--- config.mk ---
export PLATFORM = sky130hd
export DESIGN_NAME = keyed_vote_tally_table_unit
export DESIGN_NICKNAME = d
export VERILOG_FILES = /design/src/hdl/kvt_pkg.sv /design/src/hdl/kvt_ram.sv /design/src/hdl/kvt_match.sv /design/src/hdl/keyed_vote_tally_table_unit.sv
export SDC_FILE = /design/constraint.sdc
export NUM_CORES = 1
export LEC_CHECK = 0
export BUFFER_PORTS_ARGS = -buffer_cell sky130_fd_sc_hd__buf_2
export CORE_UTILIZATION = 25
export CTS_CLUSTER_SIZE = 24
export DETAILED_ROUTE_END_ITERATION = 10
export GPL_ROUTABILITY_DRIVEN = 0
export GPL_TIMING_DRIVEN = 0
export HOLD_SLACK_MARGIN = 0.06
export PLACE_DENSITY = 0.38
export SYNTH_ARGS = -nofsm -noshare
export SYNTH_HDL_FRONTEND = slang
export SYNTH_SLANG_ARGS = --single-unit
--- constraint.sdc ---
create_clock -name clk -period 7.05 [get_ports clk]
set_input_delay 1.41 -clock clk [delete_from_list [all_inputs] [get_ports clk]]
set_output_delay 1.41 -clock clk [all_outputs]
set_load 0.05 [all_outputs]
--- src/hdl/kvt_pkg.sv ---
// Package for the keyed vote tally table: field widths, command codes,
// sequencer states and the transfer structs. No dependencies.
`default_nettype none

package kvt_pkg;

	// Defaults for the top-level parameters.
	localparam int MAX_ENTRIES_DEF = 16;
	localparam int TALLY_WIDTH_DEF = 16;

	// Fixed field widths of the transfer structs.
	localparam int DIGITS_W    = 7;
	localparam int SLOT_W      = 4;
	localparam int TALLY_OUT_W = 16;
	localparam int USED_W      = 5;
	localparam int KEY_W       = 2 * DIGITS_W + 1;

	// Command codes.
	localparam logic CMD_VOTE = 1'b0;
	localparam logic CMD_READ = 1'b1;

	typedef enum logic [1:0] {
		ST_IDLE,
		ST_SCAN,
		ST_MISS,
		ST_READ
	} state_t;

	// Key as held in one table entry.
	typedef struct packed {
		logic [DIGITS_W-1:0] prefix;
		logic [DIGITS_W-1:0] suffix;
		logic                is_long;
	} key_t;

	typedef struct packed {
		logic                cmd;
		logic [DIGITS_W-1:0] key_prefix;
		logic [DIGITS_W-1:0] key_suffix;
		logic                key_long;
		logic [SLOT_W-1:0]   read_index;
	} item_t;

	typedef struct packed {
		logic [SLOT_W-1:0]      slot;
		logic                   inserted;
		logic                   rejected_full;
		logic                   slot_valid;
		logic [TALLY_OUT_W-1:0] tally;
		logic [DIGITS_W-1:0]    stored_prefix;
		logic [DIGITS_W-1:0]    stored_suffix;
		logic                   stored_long;
		logic [USED_W-1:0]      used_entries;
	} result_t;

endpackage

`default_nettype wire

--- src/hdl/kvt_ram.sv ---
// Generic simple dual-port RAM: one write port, one read port with
// registered read data. No dependencies.
`default_nettype none

module kvt_ram #(
	parameter int WIDTH = 8,
	parameter int DEPTH = 16
) (
	input  wire logic                     clk,
	input  wire logic                     wr_en,
	input  wire logic [$clog2(DEPTH)-1:0] wr_addr,
	input  wire logic [WIDTH-1:0]         wr_data,
	input  wire logic [$clog2(DEPTH)-1:0] rd_addr,
	output logic      [WIDTH-1:0]         rd_data
);

	logic [WIDTH-1:0] mem_q [DEPTH];

	always_ff @(posedge clk) begin
		if (wr_en) begin
			mem_q[wr_addr] <= wr_data;
		end
		rd_data <= mem_q[rd_addr];
	end

endmodule

`default_nettype wire

--- src/hdl/kvt_match.sv ---
// Shared compare unit: matches one stored entry against the vote key and
// forms the saturated next tally. Depends on kvt_pkg.
`default_nettype none

module kvt_match #(
	parameter int TALLY_WIDTH = kvt_pkg::TALLY_WIDTH_DEF
) (
	input  wire kvt_pkg::key_t         stored_key,
	input  wire logic [TALLY_WIDTH-1:0] stored_tally,
	input  wire kvt_pkg::key_t         vote_key,
	output logic                        hit,
	output logic      [TALLY_WIDTH-1:0] tally_next
);

	// A short stored key matches on the prefix alone; a long one also
	// needs a long vote with the same suffix.
	assign hit = (stored_key.prefix == vote_key.prefix) &&
		(!stored_key.is_long ||
		 (vote_key.is_long && (stored_key.suffix == vote_key.suffix)));

	assign tally_next = (&stored_tally) ? stored_tally
		: stored_tally + TALLY_WIDTH'(1);

endmodule

`default_nettype wire

--- src/hdl/keyed_vote_tally_table_unit.sv ---
// Top level of the keyed vote tally table: sequencer, fill count and result
// register around one entry RAM and the shared compare unit.
// Depends on kvt_pkg, kvt_ram and kvt_match.
//
// Channel   Direction  Signals             Handshake
// -------   ---------  -------             ---------
// item      in         start, item, busy   transfer when start is high and busy is low
// result    out        done, result        transfer in every cycle that done is high
//
// A read fetches its entry through the RAM read port while still idle.
// A vote searches the filled entries in order and stops at the first
// match; on a miss, the miss step inserts the key or rejects a full table.
// The entries are read one per cycle through the single RAM read port and
// checked in the next cycle by the compare unit.
// Reset clears the sequencer, fill count and strobe; no clearing pass is
// needed since only entries below the fill count are ever looked at.
// busy falls in the cycle that done rises, so the next item may transfer
// while the previous result is shown. The receiver cannot stall.
`default_nettype none

module keyed_vote_tally_table_unit #(
	parameter int MAX_ENTRIES = kvt_pkg::MAX_ENTRIES_DEF,
	parameter int TALLY_WIDTH = kvt_pkg::TALLY_WIDTH_DEF
) (
	input  wire logic            clk,
	input  wire logic            arst_n,
	input  wire logic            start,
	input  wire kvt_pkg::item_t  item,
	output logic                 busy,
	output logic                 done,
	output kvt_pkg::result_t     result
);

	localparam int IDX_W  = $clog2(MAX_ENTRIES);
	localparam int CNT_W  = $clog2(MAX_ENTRIES + 1);
	localparam int CMP_W  = (CNT_W > kvt_pkg::SLOT_W) ? CNT_W : kvt_pkg::SLOT_W;
	localparam int WORD_W = kvt_pkg::KEY_W + TALLY_WIDTH;

	// Width adapters: low bits of a wider value, zero extension of a narrower one.
	function automatic logic [kvt_pkg::SLOT_W-1:0] slot_of(input logic [IDX_W-1:0] pos);
		logic [IDX_W+kvt_pkg::SLOT_W-1:0] w;
		w = {{kvt_pkg::SLOT_W{1'b0}}, pos};
		return w[kvt_pkg::SLOT_W-1:0];
	endfunction

	function automatic logic [kvt_pkg::TALLY_OUT_W-1:0] tally_of(
		input logic [TALLY_WIDTH-1:0] t);
		logic [TALLY_WIDTH+kvt_pkg::TALLY_OUT_W-1:0] w;
		w = {{kvt_pkg::TALLY_OUT_W{1'b0}}, t};
		return w[kvt_pkg::TALLY_OUT_W-1:0];
	endfunction

	function automatic logic [kvt_pkg::USED_W-1:0] used_of(input logic [CNT_W-1:0] n);
		logic [CNT_W+kvt_pkg::USED_W-1:0] w;
		w = {{kvt_pkg::USED_W{1'b0}}, n};
		return w[kvt_pkg::USED_W-1:0];
	endfunction

	kvt_pkg::state_t  state_q, state_d;
	kvt_pkg::item_t   item_q;
	logic [CNT_W-1:0] fill_q;
	logic [CNT_W-1:0] issue_q;
	logic             cmp_valid_s1;
	logic [IDX_W-1:0] cmp_idx_s1;
	logic             done_q;
	kvt_pkg::result_t result_q, result_d;
	logic             load_result;
	logic             insert;

	// RAM ports.
	logic              wr_en;
	logic [IDX_W-1:0]  wr_addr;
	logic [WORD_W-1:0] wr_data;
	logic [IDX_W-1:0]  rd_addr;
	logic [WORD_W-1:0] rd_data;

	kvt_pkg::key_t          rd_key;
	logic [TALLY_WIDTH-1:0] rd_tally;
	kvt_pkg::key_t          vote_key;
	logic                   match_hit;
	logic [TALLY_WIDTH-1:0] tally_inc;

	logic                       cmp_hit;
	logic                       scan_issue;
	logic                       scan_done;
	logic                       table_full;
	logic                       read_valid;
	logic [IDX_W+kvt_pkg::SLOT_W-1:0] in_idx_ext;
	logic [IDX_W+kvt_pkg::SLOT_W-1:0] q_idx_ext;

	kvt_ram #(
		.WIDTH (WORD_W),
		.DEPTH (MAX_ENTRIES)
	) u_ram (
		.clk     (clk),
		.wr_en   (wr_en),
		.wr_addr (wr_addr),
		.wr_data (wr_data),
		.rd_addr (rd_addr),
		.rd_data (rd_data)
	);

	assign rd_key   = kvt_pkg::key_t'(rd_data[WORD_W-1 -: kvt_pkg::KEY_W]);
	assign rd_tally = rd_data[TALLY_WIDTH-1:0];

	assign vote_key.prefix  = item_q.key_prefix;
	assign vote_key.suffix  = item_q.key_suffix;
	assign vote_key.is_long = item_q.key_long;

	kvt_match #(
		.TALLY_WIDTH (TALLY_WIDTH)
	) u_match (
		.stored_key   (rd_key),
		.stored_tally (rd_tally),
		.vote_key     (vote_key),
		.hit          (match_hit),
		.tally_next   (tally_inc)
	);

	// The search issues one RAM read per cycle; the compare of the entry read
	// in the previous cycle runs alongside. A hit stops the issue at once.
	assign cmp_hit    = cmp_valid_s1 && match_hit;
	assign scan_issue = (state_q == kvt_pkg::ST_SCAN) && (issue_q < fill_q) && !cmp_hit;
	assign scan_done  = (state_q == kvt_pkg::ST_SCAN) && (issue_q == fill_q) && !cmp_hit;
	assign table_full = (fill_q == CNT_W'(MAX_ENTRIES));

	// Read positions at or beyond the fill count hold nothing.
	assign read_valid = CMP_W'(item_q.read_index) < CMP_W'(fill_q);

	assign in_idx_ext = {{IDX_W{1'b0}}, item.read_index};
	assign q_idx_ext  = {{IDX_W{1'b0}}, item_q.read_index};

	// Next-state logic.
	always_comb begin
		state_d = state_q;
		case (state_q)
			kvt_pkg::ST_IDLE: begin
				if (start) begin
					state_d = (item.cmd == kvt_pkg::CMD_READ) ? kvt_pkg::ST_READ
						: kvt_pkg::ST_SCAN;
				end
			end
			kvt_pkg::ST_SCAN: begin
				if (cmp_hit) begin
					state_d = kvt_pkg::ST_IDLE;
				end else if (scan_done) begin
					state_d = kvt_pkg::ST_MISS;
				end
			end
			kvt_pkg::ST_MISS: state_d = kvt_pkg::ST_IDLE;
			kvt_pkg::ST_READ: state_d = kvt_pkg::ST_IDLE;
			default:          state_d = kvt_pkg::ST_IDLE;
		endcase
	end

	// Output and datapath control.
	always_comb begin
		busy        = (state_q != kvt_pkg::ST_IDLE);
		wr_en       = 1'b0;
		wr_addr     = fill_q[IDX_W-1:0];
		wr_data     = {vote_key, TALLY_WIDTH'(1)};
		insert      = 1'b0;
		load_result = 1'b0;
		result_d    = '0;
		// In idle the read port already fetches the entry a read command asks for.
		rd_addr     = (state_q == kvt_pkg::ST_IDLE) ? in_idx_ext[IDX_W-1:0]
			: issue_q[IDX_W-1:0];
		case (state_q)
			kvt_pkg::ST_SCAN: begin
				if (cmp_hit) begin
					wr_en                  = 1'b1;
					wr_addr                = cmp_idx_s1;
					wr_data                = {rd_key, tally_inc};
					load_result            = 1'b1;
					result_d.slot          = slot_of(cmp_idx_s1);
					result_d.slot_valid    = 1'b1;
					result_d.tally         = tally_of(tally_inc);
					result_d.stored_prefix = rd_key.prefix;
					result_d.stored_suffix = rd_key.suffix;
					result_d.stored_long   = rd_key.is_long;
					result_d.used_entries  = used_of(fill_q);
				end
			end
			kvt_pkg::ST_MISS: begin
				load_result = 1'b1;
				if (table_full) begin
					result_d.rejected_full = 1'b1;
					result_d.used_entries  = used_of(fill_q);
				end else begin
					wr_en                  = 1'b1;
					insert                 = 1'b1;
					result_d.slot          = slot_of(fill_q[IDX_W-1:0]);
					result_d.inserted      = 1'b1;
					result_d.slot_valid    = 1'b1;
					result_d.tally         = tally_of(TALLY_WIDTH'(1));
					result_d.stored_prefix = vote_key.prefix;
					result_d.stored_suffix = vote_key.suffix;
					result_d.stored_long   = vote_key.is_long;
					result_d.used_entries  = used_of(fill_q + CNT_W'(1));
				end
			end
			kvt_pkg::ST_READ: begin
				load_result           = 1'b1;
				result_d.slot         = q_idx_ext[kvt_pkg::SLOT_W-1:0];
				result_d.slot_valid   = read_valid;
				result_d.used_entries = used_of(fill_q);
				if (read_valid) begin
					result_d.tally         = tally_of(rd_tally);
					result_d.stored_prefix = rd_key.prefix;
					result_d.stored_suffix = rd_key.suffix;
					result_d.stored_long   = rd_key.is_long;
				end
			end
			default: begin
			end
		endcase
	end

	// Control registers.
	always_ff @(posedge clk or negedge arst_n) begin
		if (!arst_n) begin
			state_q      <= kvt_pkg::ST_IDLE;
			fill_q       <= '0;
			issue_q      <= '0;
			cmp_valid_s1 <= 1'b0;
			done_q       <= 1'b0;
		end else begin
			state_q      <= state_d;
			cmp_valid_s1 <= scan_issue;
			done_q       <= load_result;
			if (insert) begin
				fill_q <= fill_q + CNT_W'(1);
			end
			if (state_q == kvt_pkg::ST_IDLE) begin
				issue_q <= '0;
			end else if (scan_issue) begin
				issue_q <= issue_q + CNT_W'(1);
			end
		end
	end

	// Payload registers.
	always_ff @(posedge clk) begin
		if ((state_q == kvt_pkg::ST_IDLE) && start) begin
			item_q <= item;
		end
		cmp_idx_s1 <= issue_q[IDX_W-1:0];
		if (load_result) begin
			result_q <= result_d;
		end
	end

	assign done   = done_q;
	assign result = result_q;

	// The fill count never passes the table size.
	a_fill_bound: assert property (@(posedge clk) disable iff (!arst_n)
		fill_q <= CNT_W'(MAX_ENTRIES))
		else $error("fill count beyond table size");

	// Only the miss step may change the fill count.
	a_fill_only_on_miss: assert property (@(posedge clk) disable iff (!arst_n)
		(state_q != kvt_pkg::ST_MISS) |=> $stable(fill_q))
		else $error("fill count changed outside the miss step");

	// A pending compare exists only while searching.
	a_cmp_in_scan: assert property (@(posedge clk) disable iff (!arst_n)
		cmp_valid_s1 |-> (state_q == kvt_pkg::ST_SCAN))
		else $error("compare pending outside the search");

	// Finishing an item always shows its result, and results never repeat.
	a_done_on_finish: assert property (@(posedge clk) disable iff (!arst_n)
		$fell(busy) |-> done)
		else $error("item finished without a result");

	a_single_strobe: assert property (@(posedge clk) disable iff (!arst_n)
		done |=> !done)
		else $error("result strobe held for two cycles");

endmodule

`default_nettype wire
==> flow_summary.toml <==
[synth]
synthArstFlopShare_pct = 2.31
synthMuxAreaShare_pct = 12.4
ys_types = 59
syn_area_um2 = 23800
synth_top_family_by_area = "multiplexers"
synthesis.nets = 1322
syn_inst = 1282
synth-main-ff-cell = "edfxtp_1"
synthAdderAreaFrac_pct = 0.892
synth_edf_count = 558
synth_xor_area_share_pct = 1.03
synth_seq_cells = 607
yosysWarnings = 0
synth-simple-area-share_pct = 5.19
synth_compound_area_share_pct = 4.25
avgSynthCellArea_um2 = 18.6
ys_seq_area_share_pct = 74.7

[sta]
hold_viol = 0
worst_slack_ns = 2.44
period_minus_slack_ns = 4.61
grt_setup_unrepaired = "no"
maxSlewViolCount = 0
worst_slew_pin_slew_ns = 1.21
setup-violations-final = 0
fmax_ghz = 0.217
final.setup_skew_ns = 0.0214
post-route-period-util_pct = 65.4
slew-limit-headroom_pct = 18.5

[setup_path]
crit_buf_inv = 2
r2r_cells = 7
crit_slowest_cell = "nor2_1"
cp-end-kind = "flop"
path_cells = "xnor2_1 -> nand4_1 -> nor4_2 -> nand3_1 -> buf_2 -> clkbuf_1 -> nor2_1"
r2r_start = "item_q[12]$_DFFE_PP_"
critPathMaxFanout = 16
setup.worst_path.start_class = "flop"
cpPeakStageDelay_ns = 1.02
critPathRequiredTime_ns = 7.28
r2r_slack_ns = 2.44
reg2reg_to = "u_ram.mem_q[13][9]$_DFFE_PP_"
worstPathArrival_ns = 4.84
crit_family = "simple AND/OR/NAND/NOR gates"
worstSetupPathType = "flop to flop"

[power_and_ir_drop]
seqPwrFrac_pct = 40.6
pwr_density_cell_nw_per_um2 = 400
combPwrFrac_pct = 27.4
leakage_uw = 0.00888
p_clk_share_pct = 32.0
p_switching_uw = 3740
p_int_uw = 7720
peakVddDrop_mv = 0.212
sw_frac_of_total_pct = 32.7

[place]
port_buffers = 67
placed_cell_area_um2 = 26300
dp_hpwl_um = 45600
pre_cts_slack_ns = 2.18

[floorplan]
fp-row-count = 112
io_pins = 68
start_util_pct = 25.4
fp.dieArea_um2 = 96600
die_h_um = 311
core_area_um2 = 93900
die_w_um = 311

[clocking]
cts_resized = 0
tritoncts = "done"
clock_latency_ns = 0.61
clockBufferDepth = 3
htreeDepth = 3
clockRootBuffer = "clkbuf_16"
cts_buffers = 73
ctsHoldBuffers = 0
path_clk_slew_ns = 0.06
post_cts_buffers = 0
cts.sinks = 607

[layout]
fin_nets = 1484
drive_gt1_share_pct = 24.8
synthToLayoutAreaGrowth_pct = 20.1
layout_commonest_cell = "edfxtp_1"
layout_common_cells = "edfxtp_1, mux4_2, nand2_1"
stdcell_area_um2 = 28600

[drt]
wl_per_cell_um = 24.8
ant_nets = 0
drcViolationCount = 0
first_pass_iters = 6
wl_um = 68400
dr.first_iter.drc_count = 1063
vias = 12500
viasPerCell = 4.55

[flow_run]
maxCapViolations = 0

[global_route]
overflow = 0
grt_pass1_wl_um = 98000
grt_pass1_vias = 13300
antenna_found_initial = 2
grt_usage_pct = 14.2
grt_max_degree = 20

[hold_path]
hold_depth = 0
hp-class = "flop to flop"
min_to = "cmp_idx_s1[3]$_DFF_P_"
worstHoldStart = "issue_q[3]$_DFFE_PN0P_"

[run_status]
status = "finished, final reports clean"
[synth_stat cells, types with 2 or more instances]
| cell type | instances | area share (%) |
|---|---|---|
| nand3_1 | 16 | 0.34 |
| nand2_1 | 121 | 1.9 |
| xnor2_1 | 19 | 0.70 |
| a31oi_1 | 33 | 0.87 |
| buf_4 | 9 | 0.28 |
| o21a_1 | 7 | 0.22 |
| o22ai_1 | 2 | 0.052 |
| a21oi_1 | 15 | 0.31 |
| buf_2 | 18 | 0.38 |
| inv_1 | 13 | 0.20 |
| and3_1 | 3 | 0.079 |
| mux2_2 | 5 | 0.24 |
| nor2_1 | 53 | 0.83 |
| and2_1 | 32 | 0.84 |
| a222oi_1 | 4 | 0.17 |
| nand2b_1 | 3 | 0.079 |
| a221oi_1 | 5 | 0.18 |
| o21ai_0 | 12 | 0.25 |
| nor2b_1 | 8 | 0.21 |
| dfxtp_1 | 35 | 2.9 |
| ha_1 | 17 | 0.89 |
| mux2i_1 | 9 | 0.38 |
| edfxtp_1 | 558 | 70 |
| o21ai_1 | 2 | 0.042 |
| o31ai_1 | 2 | 0.063 |
| nor3_1 | 11 | 0.23 |
| clkbuf_1 | 40 | 0.63 |
| dfrtp_1 | 14 | 1.5 |
| a211oi_1 | 31 | 0.98 |
| a22o_1 | 15 | 0.55 |
| nand4_1 | 11 | 0.29 |
| mux4_2 | 124 | 12 |
| xor2_1 | 9 | 0.33 |
[how the worst max path moves through the flow]
| stage | start | cells past startpoint | endpoint | slack (ns) |
|---|---|---|---|---|
| 3_5_place_dp | item_q[12]$_DFFE_PP_ | 7 | u_ram.mem_q[0][4]$_DFFE_PP_ | 2.18 |
| 6_report | item_q[12]$_DFFE_PP_ | 7 | u_ram.mem_q[13][9]$_DFFE_PP_ | 2.44 |
| 3_3_place_gp | item_q[12]$_DFFE_PP_ | 6 | result[21]$_DFFE_PP_ | -0.08 |
| 2_1_floorplan | item_q[17]$_DFFE_PP_ | 6 | result[0]$_DFFE_PP_ | 2.92 |
| 4_1_cts | item_q[12]$_DFFE_PP_ | 7 | u_ram.mem_q[11][14]$_DFFE_PP_ | 2.18 |
| 5_1_grt | item_q[12]$_DFFE_PP_ | 7 | u_ram.mem_q[9][13]$_DFFE_PP_ | 2.14 |
[stage by stage]
stage / hold slack [ns] / total power (uW) / cells / util [%] / TNS (ns)
3_5_place_dp: 0.483 / 7940 / 2623 / 28.0 / 0
4_1_cts: 0.485 / 11700 / 2754 / 30.5 / 0
3_3_place_gp: 0.491 / 7850 / 2603 / 27.4 / -3.95
2_1_floorplan: 0.405 / 6740 / 1282 / - / 0
5_1_grt: 0.507 / 12000 / 2754 / 30.5 / 0
6_report: 0.475 / 11500 / 2755 / 30.5 / 0
[sequential cells by signal, indices dropped and copies added, names as in the netlist]
signal / cells
cmp_idx_s1: 4
issue_q: 5
u_ram.mem_q: 496
done: 1
fill_q: 5
item_q: 19
state_q: 2
u_ram.rd_data: 31
result: 43
cmp_valid_s1: 1
[worst reg2reg max path, stage by stage, from the launching register on]
cell      delay [ns]
edfxtp_1        0.42
xnor2_1         0.27
nand4_1         0.16
nor4_2          0.86
nand3_1         0.64
buf_2           0.42
clkbuf_1        0.43
nor2_1          1.03
[power by group through the flow]
stage	combinational, uW	clock [uW]	sequential (uW)
2_1_floorplan	1740	0	4990
3_3_place_gp	3090	0	4760
3_5_place_dp	3210	0	4730
4_1_cts	3220	3780	4660
5_1_grt	3380	3910	4700
6_report	3140	3670	4660
[kinds of logic (layout without fill, tap and decap cells)]
kind of cell             after synthesis  after routing
AO/OA/AOI/OAI                        140            140
AND/OR/NAND/NOR                      268            268
other                                  0              1
adder cells (fa/ha/maj)               17             17
flip-flops                           607            607
buffers and inverters                 83            301
multiplexers                         139            139
XOR/XNOR                              28             28
[cell type report]
class	instances	area, um2
fillers	9233	65200
flip-flops and latches	607	17800
multi-input cells	592	5820
clock buffers	109	2090
well taps	1254	1570
repair buffers	87	746
plain buffers	69	323
clock inverters	22	238
inverters	14	52.6
diodes	1	2.50
[layer usage]
metal	GRT usage, %	wire [um]	vias up
met5	0	0	-
met4	3.97	1140	0
met3	2.13	2860	76
met2	23.3	33100	275
met1	19.4	31300	6692
li1	-	-	5482
Note: power is estimated with default switching activity, not from simulation.
